==> src/rtl/core/ddfd_pkg.sv <==
// ----------------------------------------------------------------------------
// ddfd_pkg
// Shared types and constants of the deadline dual-FIFO dispatcher.
// ----------------------------------------------------------------------------
package ddfd_pkg;

  localparam int QUEUE_DEPTH_DEF = 16;
  localparam int TIME_BITS_DEF   = 32;

  localparam int TAG_W     = 16;
  localparam int EXPIRE_W  = 30;
  localparam int LIMIT_W   = 16;
  localparam int BATCH_W   = 17;
  localparam int ADDR_W    = 4;
  localparam int DATA_W    = 32;
  localparam int CMDQ_DEPTH = 2;

  localparam logic [EXPIRE_W-1:0] SYNC_EXPIRE_RST  = EXPIRE_W'(50);
  localparam logic [EXPIRE_W-1:0] ASYNC_EXPIRE_RST = EXPIRE_W'(500);
  localparam logic [LIMIT_W-1:0]  BATCH_LIMIT_RST  = LIMIT_W'(2);

  // Register indexes (word address).
  localparam logic [1:0] REG_SYNC_EXPIRE  = 2'd0;
  localparam logic [1:0] REG_ASYNC_EXPIRE = 2'd1;
  localparam logic [1:0] REG_BATCH_LIMIT  = 2'd2;

  // Queue class index: matches the is_sync bit.
  localparam logic CLS_ASYNC = 1'b0;
  localparam logic CLS_SYNC  = 1'b1;

  typedef enum logic [1:0] {
    OP_ADD      = 2'd0,
    OP_DISPATCH = 2'd1,
    OP_TICK     = 2'd2,
    OP_NOP      = 2'd3
  } op_e;

  typedef enum logic [1:0] {
    ST_DONE       = 2'd0,
    ST_DISPATCHED = 2'd1,
    ST_EMPTY      = 2'd2,
    ST_FULL       = 2'd3
  } status_e;

  typedef enum logic {
    BK_IDLE = 1'b0,
    BK_EXEC = 1'b1
  } bk_state_e;

  typedef struct packed {
    op_e              op;
    logic [TAG_W-1:0] tag;
    logic             is_sync;
  } cmd_t;

  typedef struct packed {
    logic [EXPIRE_W-1:0] sync_ttl;
    logic [EXPIRE_W-1:0] async_ttl;
    logic [LIMIT_W-1:0]  batch_limit;
  } cfg_t;

endpackage

==> src/rtl/core/deadline_dual_fifo_dispatcher_top.sv <==
// ----------------------------------------------------------------------------
// deadline_dual_fifo_dispatcher_top
// Deadline scheduler over a sync and an async request FIFO.
// ----------------------------------------------------------------------------
//
//  Channel   Handshake                  Payload
//  -------   -------------------------  -----------------------------------
//  command   start / busy               operation_i, request_tag_i, is_sync_i
//  result    done_o (one-cycle strobe)  status_o, out_tag_o, out_is_sync_o,
//                                       out_was_expired_o, queues_empty_o
//  config    psel/penable/pwrite/pready paddr, pwdata, prdata
//
// Flow: a beat enters a two-entry command queue. The execution side runs
// add, tick and unused codes from its idle state; a dispatch waits in the
// exec state for the registered read of both FIFO heads from their RAMs.
// Add/tick beats sustain one per cycle unless a dispatch holds the back.
// The result strobe is registered, rising in the cycle after execution.
// Reset: async, active low; clears pointers, counts, time and batch counters.
// FIFO storage is not cleared: only slots holding live entries are read.
// Stalls: busy rises only while the command queue is full; the receiver
// cannot hold results off, so nothing else stalls.
//
module deadline_dual_fifo_dispatcher_top import ddfd_pkg::*; #(
  parameter int QUEUE_DEPTH = QUEUE_DEPTH_DEF,
  parameter int TIME_BITS   = TIME_BITS_DEF
) (
  input  logic              clk_i,
  input  logic              rst_ni,
  // command beat
  input  logic              start,
  output logic              busy,
  input  logic [1:0]        operation_i,
  input  logic [TAG_W-1:0]  request_tag_i,
  input  logic              is_sync_i,
  // result beat
  output logic              done_o,
  output logic [1:0]        status_o,
  output logic [TAG_W-1:0]  out_tag_o,
  output logic              out_is_sync_o,
  output logic              out_was_expired_o,
  output logic              queues_empty_o,
  // configuration
  input  logic              psel,
  input  logic              penable,
  input  logic              pwrite,
  input  logic [ADDR_W-1:0] paddr,
  input  logic [DATA_W-1:0] pwdata,
  output logic [DATA_W-1:0] prdata,
  output logic              pready
);

  cfg_t       cfg_q;
  logic       cfg_wr;
  logic [1:0] reg_idx;
  logic       cmd_valid, cmd_pop;
  cmd_t       cmd;

  // Register file: write in the access phase, word index from paddr.
  assign pready  = 1'b1;
  assign reg_idx = paddr[3:2];
  assign cfg_wr  = psel && penable && pwrite && pready;

  always_ff @(posedge clk_i or negedge rst_ni) begin
    if (!rst_ni) begin
      cfg_q.sync_ttl    <= SYNC_EXPIRE_RST;
      cfg_q.async_ttl   <= ASYNC_EXPIRE_RST;
      cfg_q.batch_limit <= BATCH_LIMIT_RST;
    end else if (cfg_wr) begin
      case (reg_idx)
        REG_SYNC_EXPIRE:  cfg_q.sync_ttl    <= pwdata[EXPIRE_W-1:0];
        REG_ASYNC_EXPIRE: cfg_q.async_ttl   <= pwdata[EXPIRE_W-1:0];
        REG_BATCH_LIMIT:  cfg_q.batch_limit <= pwdata[LIMIT_W-1:0];
        default: ;  // drop writes past the last register
      endcase
    end
  end

  always_comb begin
    case (reg_idx)
      REG_SYNC_EXPIRE:  prdata = DATA_W'(cfg_q.sync_ttl);
      REG_ASYNC_EXPIRE: prdata = DATA_W'(cfg_q.async_ttl);
      REG_BATCH_LIMIT:  prdata = DATA_W'(cfg_q.batch_limit);
      default:          prdata = '0;
    endcase
  end

  // Front: decode and queue command beats.
  ddfd_front u_front (
    .clk_i        (clk_i),
    .rst_ni       (rst_ni),
    .start_i      (start),
    .busy_o       (busy),
    .operation_i  (operation_i),
    .request_tag_i(request_tag_i),
    .is_sync_i    (is_sync_i),
    .cmd_valid_o  (cmd_valid),
    .cmd_o        (cmd),
    .cmd_pop_i    (cmd_pop)
  );

  // Back: run commands against the two FIFOs and emit one result each.
  ddfd_back #(
    .QUEUE_DEPTH(QUEUE_DEPTH),
    .TIME_BITS  (TIME_BITS)
  ) u_back (
    .clk_i            (clk_i),
    .rst_ni           (rst_ni),
    .cmd_valid_i      (cmd_valid),
    .cmd_i            (cmd),
    .cmd_pop_o        (cmd_pop),
    .cfg_i            (cfg_q),
    .done_o           (done_o),
    .status_o         (status_o),
    .out_tag_o        (out_tag_o),
    .out_is_sync_o    (out_is_sync_o),
    .out_was_expired_o(out_was_expired_o),
    .queues_empty_o   (queues_empty_o)
  );

endmodule

==> src/rtl/core/ddfd_ram.sv <==
// ----------------------------------------------------------------------------
// ddfd_ram
// Generic simple dual-port RAM, one write port, one registered read port.
// ----------------------------------------------------------------------------
module ddfd_ram #(
  parameter int WIDTH = 8,
  parameter int DEPTH = 16
) (
  input  logic                     clk_i,
  input  logic                     we_i,
  input  logic [$clog2(DEPTH)-1:0] waddr_i,
  input  logic [WIDTH-1:0]         wdata_i,
  input  logic [$clog2(DEPTH)-1:0] raddr_i,
  output logic [WIDTH-1:0]         rdata_o
);

  logic [WIDTH-1:0] mem_q [DEPTH];
  logic [WIDTH-1:0] rdata_q;

  always_ff @(posedge clk_i) begin
    if (we_i) begin
      mem_q[waddr_i] <= wdata_i;
    end
    rdata_q <= mem_q[raddr_i];
  end

  assign rdata_o = rdata_q;

endmodule

==> src/rtl/core/ddfd_front.sv <==
// ----------------------------------------------------------------------------
// ddfd_front
// Command intake: decode the operation and hold beats in a short queue.
// ----------------------------------------------------------------------------
module ddfd_front import ddfd_pkg::*; (
  input  logic             clk_i,
  input  logic             rst_ni,
  input  logic             start_i,
  output logic             busy_o,
  input  logic [1:0]       operation_i,
  input  logic [TAG_W-1:0] request_tag_i,
  input  logic             is_sync_i,
  output logic             cmd_valid_o,
  output cmd_t             cmd_o,
  input  logic             cmd_pop_i
);

  localparam int QW = $clog2(CMDQ_DEPTH);
  localparam int NW = $clog2(CMDQ_DEPTH + 1);

  cmd_t            q_q [CMDQ_DEPTH];
  logic [QW-1:0]   wr_q, wr_d, rd_q, rd_d;
  logic [NW-1:0]   cnt_q, cnt_d;
  cmd_t            cmd_in;
  logic            push;

  always_comb begin
    cmd_in.tag     = request_tag_i;
    cmd_in.is_sync = is_sync_i;
    case (operation_i)
      OP_ADD:      cmd_in.op = OP_ADD;
      OP_DISPATCH: cmd_in.op = OP_DISPATCH;
      OP_TICK:     cmd_in.op = OP_TICK;
      default:     cmd_in.op = OP_NOP;
    endcase
  end

  assign busy_o      = (cnt_q == NW'(CMDQ_DEPTH));
  assign push        = start_i && !busy_o;
  assign cmd_valid_o = (cnt_q != '0);
  assign cmd_o       = q_q[rd_q];

  always_comb begin
    wr_d  = wr_q;
    rd_d  = rd_q;
    cnt_d = cnt_q;
    if (push) begin
      wr_d = (wr_q == QW'(CMDQ_DEPTH - 1)) ? '0 : wr_q + 1'b1;
    end
    if (cmd_pop_i) begin
      rd_d = (rd_q == QW'(CMDQ_DEPTH - 1)) ? '0 : rd_q + 1'b1;
    end
    if (push && !cmd_pop_i) begin
      cnt_d = cnt_q + 1'b1;
    end else if (!push && cmd_pop_i) begin
      cnt_d = cnt_q - 1'b1;
    end
  end

  always_ff @(posedge clk_i or negedge rst_ni) begin
    if (!rst_ni) begin
      wr_q  <= '0;
      rd_q  <= '0;
      cnt_q <= '0;
    end else begin
      wr_q  <= wr_d;
      rd_q  <= rd_d;
      cnt_q <= cnt_d;
    end
  end

  always_ff @(posedge clk_i) begin
    if (push) begin
      q_q[wr_q] <= cmd_in;
    end
  end

endmodule

==> src/rtl/core/ddfd_back.sv <==
// ----------------------------------------------------------------------------
// ddfd_back
// Execution side: both request FIFOs, time and batch counters, result regs.
// ----------------------------------------------------------------------------
module ddfd_back import ddfd_pkg::*; #(
  parameter int QUEUE_DEPTH = QUEUE_DEPTH_DEF,
  parameter int TIME_BITS   = TIME_BITS_DEF
) (
  input  logic             clk_i,
  input  logic             rst_ni,
  input  logic             cmd_valid_i,
  input  cmd_t             cmd_i,
  output logic             cmd_pop_o,
  input  cfg_t             cfg_i,
  output logic             done_o,
  output logic [1:0]       status_o,
  output logic [TAG_W-1:0] out_tag_o,
  output logic             out_is_sync_o,
  output logic             out_was_expired_o,
  output logic             queues_empty_o
);

  localparam int AW = $clog2(QUEUE_DEPTH);
  localparam int CW = $clog2(QUEUE_DEPTH + 1);
  localparam int EW = TAG_W + TIME_BITS;
  localparam int XW = (TIME_BITS > EXPIRE_W) ? TIME_BITS : EXPIRE_W;
  localparam logic [CW-1:0] FULL_CNT = CW'(QUEUE_DEPTH);
  localparam logic [AW:0]   DEPTH_W  = (AW + 1)'(QUEUE_DEPTH);
  localparam logic [AW-1:0] LAST_IDX = AW'(QUEUE_DEPTH - 1);
  localparam logic [BATCH_W-1:0] BATCH_MAX = '1;

  bk_state_e state_q, state_d;

  logic [AW-1:0]        head_q [2];
  logic [AW-1:0]        head_d [2];
  logic [CW-1:0]        cnt_q  [2];
  logic [CW-1:0]        cnt_d  [2];
  logic [TIME_BITS-1:0] time_q, time_d;
  logic [BATCH_W-1:0]   batch_q, batch_d;

  logic                 we     [2];
  logic [EW-1:0]        rdata  [2];
  logic [TIME_BITS-1:0] slack  [2];
  logic                 expired[2];
  logic [AW-1:0]        waddr;
  logic [EW-1:0]        wdata;
  logic [AW:0]          wsum;
  logic [XW-1:0]        dl_sum;
  logic [EXPIRE_W-1:0]  expire;
  logic                 cls;

  logic               check, any, pick;
  logic [BATCH_W-1:0] batch_base;

  logic               res_valid;
  status_e            res_status;
  logic [TAG_W-1:0]   res_tag;
  logic               res_sync, res_exp, res_empty;

  logic               done_q;
  status_e            status_q;
  logic [TAG_W-1:0]   tag_q;
  logic               sync_q, exp_q, empty_q;

  for (genvar c = 0; c < 2; c++) begin : g_fifo
    ddfd_ram #(
      .WIDTH(EW),
      .DEPTH(QUEUE_DEPTH)
    ) u_ram (
      .clk_i  (clk_i),
      .we_i   (we[c]),
      .waddr_i(waddr),
      .wdata_i(wdata),
      .raddr_i(head_q[c]),
      .rdata_o(rdata[c])
    );
    // Head has expired when deadline minus now is negative.
    assign slack[c]   = rdata[c][EW-1:TAG_W] - time_q;
    assign expired[c] = (cnt_q[c] != '0) && slack[c][TIME_BITS-1];
  end

  // Tail slot and deadline of an add.
  assign cls    = cmd_i.is_sync;
  assign expire = cls ? cfg_i.sync_ttl : cfg_i.async_ttl;
  assign dl_sum = XW'(time_q) + XW'(expire);
  assign wsum   = (AW + 1)'(head_q[cls]) + (AW + 1)'(cnt_q[cls]);
  assign waddr  = (wsum >= DEPTH_W) ? AW'(wsum - DEPTH_W) : wsum[AW-1:0];
  assign wdata  = {dl_sum[TIME_BITS-1:0], cmd_i.tag};

  // Dispatch choice.
  assign check      = (batch_q > BATCH_W'(cfg_i.batch_limit));
  assign batch_base = check ? '0 : batch_q;

  always_comb begin
    state_d    = state_q;
    head_d     = head_q;
    cnt_d      = cnt_q;
    time_d     = time_q;
    batch_d    = batch_q;
    we[0]      = 1'b0;
    we[1]      = 1'b0;
    cmd_pop_o  = 1'b0;
    res_valid  = 1'b0;
    res_status = ST_DONE;
    res_tag    = '0;
    res_sync   = 1'b0;
    res_exp    = 1'b0;
    any        = 1'b0;
    pick       = CLS_SYNC;

    case (state_q)
      BK_IDLE: begin
        if (cmd_valid_i) begin
          case (cmd_i.op)
            OP_DISPATCH: begin
              // wait in BK_EXEC for the registered head entries
              state_d = BK_EXEC;
            end
            OP_ADD: begin
              cmd_pop_o = 1'b1;
              res_valid = 1'b1;
              if (cnt_q[cls] == FULL_CNT) begin
                res_status = ST_FULL;
              end else begin
                we[cls]    = 1'b1;
                cnt_d[cls] = cnt_q[cls] + 1'b1;
              end
            end
            OP_TICK: begin
              cmd_pop_o = 1'b1;
              res_valid = 1'b1;
              time_d    = time_q + 1'b1;
            end
            default: begin
              cmd_pop_o = 1'b1;
              res_valid = 1'b1;
            end
          endcase
        end
      end
      BK_EXEC: begin
        cmd_pop_o = 1'b1;
        res_valid = 1'b1;
        state_d   = BK_IDLE;
        batch_d   = batch_base;
        if (check && expired[CLS_ASYNC]) begin
          pick    = CLS_ASYNC;
          any     = 1'b1;
          res_exp = 1'b1;
        end else if (check && expired[CLS_SYNC]) begin
          pick    = CLS_SYNC;
          any     = 1'b1;
          res_exp = 1'b1;
        end else if (cnt_q[CLS_SYNC] != '0) begin
          pick = CLS_SYNC;
          any  = 1'b1;
        end else if (cnt_q[CLS_ASYNC] != '0) begin
          pick = CLS_ASYNC;
          any  = 1'b1;
        end
        if (any) begin
          res_status   = ST_DISPATCHED;
          res_tag      = rdata[pick][TAG_W-1:0];
          res_sync     = pick;
          head_d[pick] = (head_q[pick] == LAST_IDX) ? '0 : head_q[pick] + 1'b1;
          cnt_d[pick]  = cnt_q[pick] - 1'b1;
          if (batch_base != BATCH_MAX) begin
            batch_d = batch_base + 1'b1;
          end
        end else begin
          res_status = ST_EMPTY;
        end
      end
      default: begin
        state_d = BK_IDLE;
      end
    endcase

    res_empty = (cnt_d[0] == '0) && (cnt_d[1] == '0);
  end

  always_ff @(posedge clk_i or negedge rst_ni) begin
    if (!rst_ni) begin
      state_q <= BK_IDLE;
      for (int c = 0; c < 2; c++) begin
        head_q[c] <= '0;
        cnt_q[c]  <= '0;
      end
      time_q  <= '0;
      batch_q <= '0;
      done_q  <= 1'b0;
    end else begin
      state_q <= state_d;
      head_q  <= head_d;
      cnt_q   <= cnt_d;
      time_q  <= time_d;
      batch_q <= batch_d;
      done_q  <= res_valid;
    end
  end

  always_ff @(posedge clk_i) begin
    if (res_valid) begin
      status_q <= res_status;
      tag_q    <= res_tag;
      sync_q   <= res_sync;
      exp_q    <= res_exp;
      empty_q  <= res_empty;
    end
  end

  assign done_o            = done_q;
  assign status_o          = status_q;
  assign out_tag_o         = tag_q;
  assign out_is_sync_o     = sync_q;
  assign out_was_expired_o = exp_q;
  assign queues_empty_o    = empty_q;

endmodule

==> config.mk <==
export PLATFORM = sky130hd
export DESIGN_NAME = deadline_dual_fifo_dispatcher_top
export DESIGN_NICKNAME = d
export VERILOG_FILES = /design/src/rtl/core/ddfd_pkg.sv /design/src/rtl/core/deadline_dual_fifo_dispatcher_top.sv /design/src/rtl/core/ddfd_ram.sv /design/src/rtl/core/ddfd_front.sv /design/src/rtl/core/ddfd_back.sv
export SDC_FILE = /design/constraint.sdc
export NUM_CORES = 2
export LEC_CHECK = 0
export BUFFER_PORTS_ARGS = -buffer_cell sky130_fd_sc_hd__buf_2
export CAP_MARGIN = 5
export CORE_MARGIN = 5
export CORE_UTILIZATION = 60
export DETAILED_ROUTE_END_ITERATION = 7
export PLACE_DENSITY = 0.77
export SYNTH_ARGS = -nofsm -noshare
export SYNTH_HDL_FRONTEND = slang
export SYNTH_SLANG_ARGS = --single-unit
==> constraint.sdc <==
create_clock -name clk_i -period 6.8 [get_ports clk_i]
set_input_delay 1.02 -clock clk_i [delete_from_list [all_inputs] [get_ports clk_i]]
set_output_delay 1.02 -clock clk_i [all_outputs]
set_load 0.005 [all_outputs]
* Word level (Yosys, flattened, before mapping)
Memory sizes are Yosys's and may differ from the RTL's. A register that Yosys moved wholly into a read port is not among the register bits.
Index checks and enable logic that the tools add are counted.
** Cells by class
- Muxes and demuxes :: 76
- Add/sub/neg operators :: 14
- Bitwise logic cells :: 3
- Reduce and logical (&&, ||, !) cells :: 29
- Eq/ne operators :: 10
- Order comparisons :: 6
** Operator list (number)
- one-hot mux 30 bit (3 select lines) :: 1
- subtractor 32 bit :: 2
- 2-to-1 mux 17 bit :: 3
- 2-to-1 mux 16 bit :: 3
- 2-to-1 mux 10 bit :: 4
- 2-to-1 mux 5 bit :: 8
- 2-to-1 mux 4 bit :: 9
- adder 32 x 1 -> 32 bit (second input constant) :: 1
- adder 32 x 30 -> 32 bit :: 1
- 2-to-1 mux 30 bit :: 1
- 2-to-1 mux 1 bit :: 25
- bitwise mux 10 bit :: 2
- 2-to-1 mux 2 bit :: 10
- one-hot mux 10 bit (2 select lines) :: 1
- adder 17 x 1 -> 17 bit (second input constant) :: 1
- > comparator 17 x 16 -> 1 bit :: 1
- != test 17 bit (second input constant) :: 1
- logical AND 1 bit :: 12
- demux 5 bit (select 1 bit) :: 2
- logical NOT 5 bit :: 2
- nonzero test 5 bit :: 2
- bitwise mux 8 bit :: 1
- == test 2 bit (second input constant) :: 4
- AND reduction 2 bit :: 4
- other kinds (25) :: 37
** Word-level totals
- Memory bits (writable) :: 1574
- Bits in registers :: 170
- Output and inout port bits :: 56
- Logic and storage cells :: 160
- Input port bits :: 61
- Memories kept :: 3
** Memories
- u_back.g_fifo[0].u_ram.mem_q :: words 16, bits a word 48, read ports 1, clocked after memory_dff 1, wr ports 1, line ddfd_ram.sv:17 : logic [WIDTH-1:0] mem_q [DEPTH];
- u_back.g_fifo[1].u_ram.mem_q :: words 16, bits a word 48, read ports 1, clocked after memory_dff 1, wr ports 1, line ddfd_ram.sv:17
- u_front.q_q :: words 2, bits a word 19, read ports 1, clocked after memory_dff 0, wr ports 1, line ddfd_front.sv:21 : cmd_t q_q [CMDQ_DEPTH];

* Logic depth before layout (Yosys ltp)
- Depth in word-level cells :: 16
- Mapped depth :: 21
- Gate-level depth less buffers :: 17

* By module
Synthesis repeated with hierarchy kept, for this count alone.
** Unflattened totals
- Cells, all modules :: 3739
- Area total of the unflattened synthesis :: 72892.4 sq um
** By module, submodules not included
- ddfd_ram :: area an instance 29691.0 sq um, cells each 1242, instances 2, seq. area each 24023.0 sq um
- ddfd_back :: area an instance 8285.4 sq um, cells each 921, instances 1, seq. area each 2357.3 sq um
- deadline_dual_fifo_dispatcher_top :: area an instance 3553.4 sq um, cells each 254, instances 1, seq. area each 1914.3 sq um
- ddfd_front :: area an instance 1671.6 sq um, cells each 80, instances 1, seq. area each 1241.2 sq um

* Worst setup path after synthesis
Ideal clock, no wire load.
- Path type :: register to register
- Start :: reg u_front.rd_q
- End :: mem u_back.g_fifo[0].u_ram.mem_q[0][46] (netlist bit), data pin
- Setup slack :: 1.027 ns
- Arrival :: 5.386 ns
- Stages on the path, launching flop included :: 18
- Setup time :: 0.387 ns
- Data required time :: 6.413 ns
- Cells stage by stage :: dfrtp_1 buf_6 mux2i_4 clkbuf_1 clkbuf_1 mux2_2 ha_1 fa_1 a211oi_1 or4_1 nand3_1 o41a_1 o41ai_1 o31ai_1 o41ai_1 o211ai_1 a21oi_1 xnor2_1
** Between the ends
- Longest elaborated chain between the ends :: 3
** RTL lines
- from (decl) :: line ddfd_front.sv:22 : logic [QW-1:0] wr_q, wr_d, rd_q, rd_d;
- from (signal assigned) :: line ddfd_front.sv:67 : rd_q <= rd_d;
- memory read (2 x 19 bit)
- 2-to-1 mux 30 bit :: line ddfd_back.sv:84 : assign expire = cls ? cfg_i.sync_ttl : cfg_i.async_ttl;
- adder 32 x 30 -> 32 bit :: line ddfd_back.sv:85 : assign dl_sum = XW'(time_q) + XW'(expire);
- net u_back.dl_sum[30] :: line ddfd_back.sv:48 : logic [XW-1:0] dl_sum;
- to (decl) :: line ddfd_ram.sv:17
The timed path passes the listed nets, and every way through them passes these cells.

* Final worst setup path
- Start :: reg u_front.rd_q
- End :: mem u_back.g_fifo[0].u_ram.mem_q[8][46] (netlist bit), data pin
Same word-level chain as after synthesis.

==> metrics.log <==
INFO  metric antenna_violations_before_repair = 3
INFO  metric placedCellCount = 5216
INFO  metric final-max-slew-violation-count = 0
INFO  metric drt-vias-per-instance = 6.61
INFO  metric remaining_drc_errors = 0
INFO  metric postRouteAntennaNets = 0
INFO  metric clk_latency = ~0.82 ns
INFO  metric timing.final.hold_violations = 0
INFO  metric tritoncts = built
INFO  metric areaGrowthSynthToFinish = 13.1%
INFO  metric hpwl = between 90000 and 100000 um
INFO  metric rsz_0062_raised_after_global_routing = no
INFO  metric postCtsResizedCells = 0
INFO  metric critPathKind = flop to flop
INFO  metric clock.fmax = approximately 170 MHz
INFO  metric detailroute.wirelength.met2 = 87200 um
INFO  metric timing.final.crit_share = between 80 and 90%
INFO  metric synth_area = between 70000 and 80000 um^2
INFO  metric wl_met3 = approximately 17000 um
INFO  metric asyncSetResetFlopFracSynth = just over 8%
INFO  metric total_die_area = roughly 130000 um^2
INFO  metric final_cell_count_no_fill = between 5000 and 6000
INFO  metric run_status = completed
INFO  metric rows = between 100 and 150
INFO  metric hold_path.class = input pin to asynchronous set/reset pin
INFO  metric finalWeightedCongestion = about 0.87
INFO  metric layout.cells.most_common = sky130_fd_sc_hd__edfxtp_1
INFO  metric worst_setup_path_end_kind = flop
INFO  metric cp_top_family = compound AO/OA/AOI/OAI gates
INFO  metric ios = roughly 120
INFO  metric die_x = approximately 360 um
INFO  metric clk_slew_on_worst_s_h_paths = roughly 0.060 ns
INFO  metric grt_max_degree = 96
INFO  metric max_slew_margin = 25.2%
INFO  metric synth_edf_count = roughly 1600
INFO  metric die-height = 358 um
INFO  metric mostFrequentLayoutCells = sky130_fd_sc_hd__edfxtp_1 (1595), sky130_fd_sc_hd__mux4_2 (480), sky130_fd_sc_hd__clkbuf_16 (178)
INFO  metric io_buffer_count = roughly 110
INFO  metric yosysUniqueCellTypes = 73
INFO  metric fin_tns_setup = 0 ns
INFO  metric wirelength_met1 = about 66000 um
INFO  metric grt_first_pass_wirelength = 256000 um
INFO  metric cp_max_fo = 32
INFO  metric global_route.usage.total = approximately 28%
INFO  metric worstPathBufferInverterCount = 2
INFO  metric first_global_vias = between 30000 and 40000
INFO  metric synthesis.area_per_instance = slightly above 20 um^2
INFO  metric initial_utilization = between 60% and 70%
INFO  metric dr.first_iter.drc_count = just under 5000
INFO  metric powerDensity = around 430 nW/um^2
INFO  metric drt_wl_total = 175000 um
INFO  metric power.ir.vdd_worst = 433 uV
INFO  metric leakage = 27.3 nW
INFO  metric synth-seq-cells = approximately 1800
INFO  metric min_period = between 5 and 6 ns
INFO  metric synth_flop_cell = sky130_fd_sc_hd__edfxtp_1
INFO  metric yosys.area_share.simple = 2.57%
INFO  metric drv.max_cap_violation_count = 0
INFO  metric worst-endpoint-required = between 7 and 8 ns
INFO  metric post_synthesis_xor_xnor_area_fraction = under 10%
INFO  metric final-setup-viol-count = 0
INFO  metric numCtsBuffers = 177
INFO  metric post-cts-setup-buffer-count = 0
INFO  metric layout-drive-gt1-share = 29.6%
INFO  metric critical_path.startpoint_type = flop
INFO  metric clock_sink_count = approximately 1800
INFO  metric vias = between 30000 and 40000
INFO  metric detail_route.first_pass.iterations = 6
INFO  metric yosys_warnings = 0
INFO  metric postCtsHoldBufs = 0
INFO  metric design.final.nets = just under 4000
INFO  metric synth_top_family_by_area = multiplexers
INFO  metric worst_ep_arrival_time = 6.32 ns
INFO  metric cp_cell_sequence = mux2i_4 -> buf_4 -> mux2_2 -> ha_1 -> a211oi_1 -> or4_1 -> nand3_1 -> o41a_1 -> o41ai_1 -> buf_4 -> o31ai_1 -> o41ai_1 -> o211ai_1 -> a21oi_1 -> xnor2_4
INFO  metric max_stage_delay = slightly below 0.8 ns
INFO  metric tightestPinTransition = between 1 and 1.5 ns
INFO  metric max-clock-path-buffers = 3
INFO  metric sequential_to_total_area_share_from_yosys_stat = between 70% and 80%
INFO  metric final.setup_skew = 0.0540 ns
INFO  metric dr.max_layer_used = met5
INFO  metric routed_wire_length_per_instance = about 32 um
INFO  metric gr-total-overflow = 0
INFO  metric ctsRootBufferMaster = sky130_fd_sc_hd__clkbuf_16
INFO  metric htreeDepth = 4
INFO  metric synth-compound-area-share = 1.98%
INFO  metric syn_inst_count = between 3000 and 4000
INFO  metric cp_slowest_cell = sky130_fd_sc_hd__o41ai_1
INFO  metric post_synth_fa_ha_maj_area_fraction = just over 2%
INFO  metric synth.mux.area_fraction = 17.3%
INFO  metric core_region_area = between 100000 and 150000 um^2
-- worst reg2reg max path: stages, from the launching register on --
cell and delay [ns]:
sky130_fd_sc_hd__dfrtp_1 0.41, sky130_fd_sc_hd__mux2i_4 0.45, sky130_fd_sc_hd__buf_4 0.40, sky130_fd_sc_hd__mux2_2 0.42, sky130_fd_sc_hd__ha_1 0.35, sky130_fd_sc_hd__a211oi_1 0.38, sky130_fd_sc_hd__or4_1 0.18, sky130_fd_sc_hd__nand3_1 0.14
sky130_fd_sc_hd__o41a_1 0.40, sky130_fd_sc_hd__o41ai_1 0.34, sky130_fd_sc_hd__buf_4 0.20, sky130_fd_sc_hd__o31ai_1 0.14, sky130_fd_sc_hd__o41ai_1 0.79, sky130_fd_sc_hd__o211ai_1 0.16, sky130_fd_sc_hd__a21oi_1 0.40, sky130_fd_sc_hd__xnor2_4 0.38
-- report_power, final --
part | switching (mW) | internal, mW | leakage [nW]
sequential | 0.887 | 15.0 | 17.1
combinational | 5.67 | 3.94 | 7.30
clock | 4.28 | 5.65 | 2.91
total | 10.8 | 24.6 | 27.3
-- flip-flops by register name, indices dropped and copies added, names as in the netlist, 2 cells and up --
name,flops
u_back.g_fifo.u_ram.mem_q,1536
u_back.cnt_q,10
u_back.g_fifo.u_ram.rdata_o,96
u_back.out_tag_o,16
u_back.status_o,2
u_front.cnt_q,2
u_back.batch_q,17
u_front.q_q,38
cfg_q,76
u_back.time_q,32
u_back.head_q,8
-- through the flow --
stage / util (%) / total power, mW / instance area (um^2) / setup WS (ns) / hold WS [ns]
4_1_cts: 68.3 / 35.6 / 82100 / 0.796 / 0.249
5_1_grt: 68.4 / 36.9 / 82100 / 0.593 / 0.322
3_3_place_gp: 63.3 / 25.2 / 76100 / 0.998 / 0.484
2_1_floorplan: - / 22.1 / 72600 / 1.03 / 0.461
6_report: 68.4 / 35.5 / 82100 / 0.952 / 0.287
3_5_place_dp: 63.3 / 25.5 / 76100 / 0.851 / 0.491
-- final cells by class --
type	count	area, um^2
well taps	1612	2020
clock inverters	75	922
flip-flops and latches	1840	53600
clock buffers	259	5070
repair buffers	210	1630
multi-input cells	1480	18600
inverters	77	289
fillers	7122	38000
diodes	2	5.00
-- cells in the mapped netlist (10+ instances only) --
cell type | n | area [um^2]
sky130_fd_sc_hd__mux2_2 | 116 | 1310
sky130_fd_sc_hd__nand2_1 | 156 | 586
sky130_fd_sc_hd__edfxtp_1 | 1595 | 47900
sky130_fd_sc_hd__a21o_1 | 34 | 255
sky130_fd_sc_hd__inv_1 | 76 | 285
sky130_fd_sc_hd__ha_1 | 116 | 1450
sky130_fd_sc_hd__buf_1 | 39 | 146
sky130_fd_sc_hd__xor2_1 | 21 | 184
sky130_fd_sc_hd__nor2b_1 | 11 | 68.8
sky130_fd_sc_hd__dfstp_2 | 10 | 263
sky130_fd_sc_hd__nand3_1 | 36 | 180
sky130_fd_sc_hd__mux2i_1 | 41 | 410
sky130_fd_sc_hd__mux4_2 | 480 | 10800
sky130_fd_sc_hd__o21ai_0 | 57 | 285
sky130_fd_sc_hd__nor3_1 | 24 | 120
sky130_fd_sc_hd__clkbuf_1 | 115 | 432
sky130_fd_sc_hd__dfrtp_1 | 139 | 3480
sky130_fd_sc_hd__dfxtp_1 | 96 | 1920
sky130_fd_sc_hd__xnor2_1 | 68 | 596
sky130_fd_sc_hd__nor2_1 | 101 | 379
sky130_fd_sc_hd__nand4_1 | 23 | 144
sky130_fd_sc_hd__a21oi_1 | 68 | 340
-- worst paths after layout --
path	from	end	slack, ns	depth (start not counted)
hold / removal	rst_ni	cfg_q[32]$_DFFE_PN0P_	0.29	1
min in group clk_i	request_tag_i[4]	u_front.q_q[0][5]$_DFFE_PP_	0.40	1
setup / recovery	u_front.rd_q$_DFFE_PN0P_	u_back.g_fifo[0].u_ram.mem_q[8][46]$_DFFE_PP_	0.95	15
setup reg to reg	u_front.rd_q$_DFFE_PN0P_	u_back.g_fifo[0].u_ram.mem_q[8][46]$_DFFE_PP_	0.95	15
max in group asynchronous	rst_ni	u_back.head_q[4]$_DFFE_PN0P_	4.95	2
hold reg to reg	u_front.cnt_q[1]$_DFFE_PN0P_	u_front.cnt_q[1]$_DFFE_PN0P_	0.51	1
-- layer usage --
metal  up-vias  track usage [%]
li1      14900                -
met1     19200             38.8
met2      2241             46.0
met3       307             5.64
met4         2             8.28
met5         -                0
-- cell families (layout without fill, tap and decap cells) --
kind of cell / Yosys count / in the layout
other: 2 / 5
DFF: 1840 / 1840
adders and majority gates: 118 / 118
xor gates and xnor gates: 89 / 89
muxes: 638 / 638
AOI/OAI and AO/OA: 226 / 226
buffers and inverters: 236 / 621
and+or+nand+nor: 406 / 406
(Power assumes the default switching activity.)
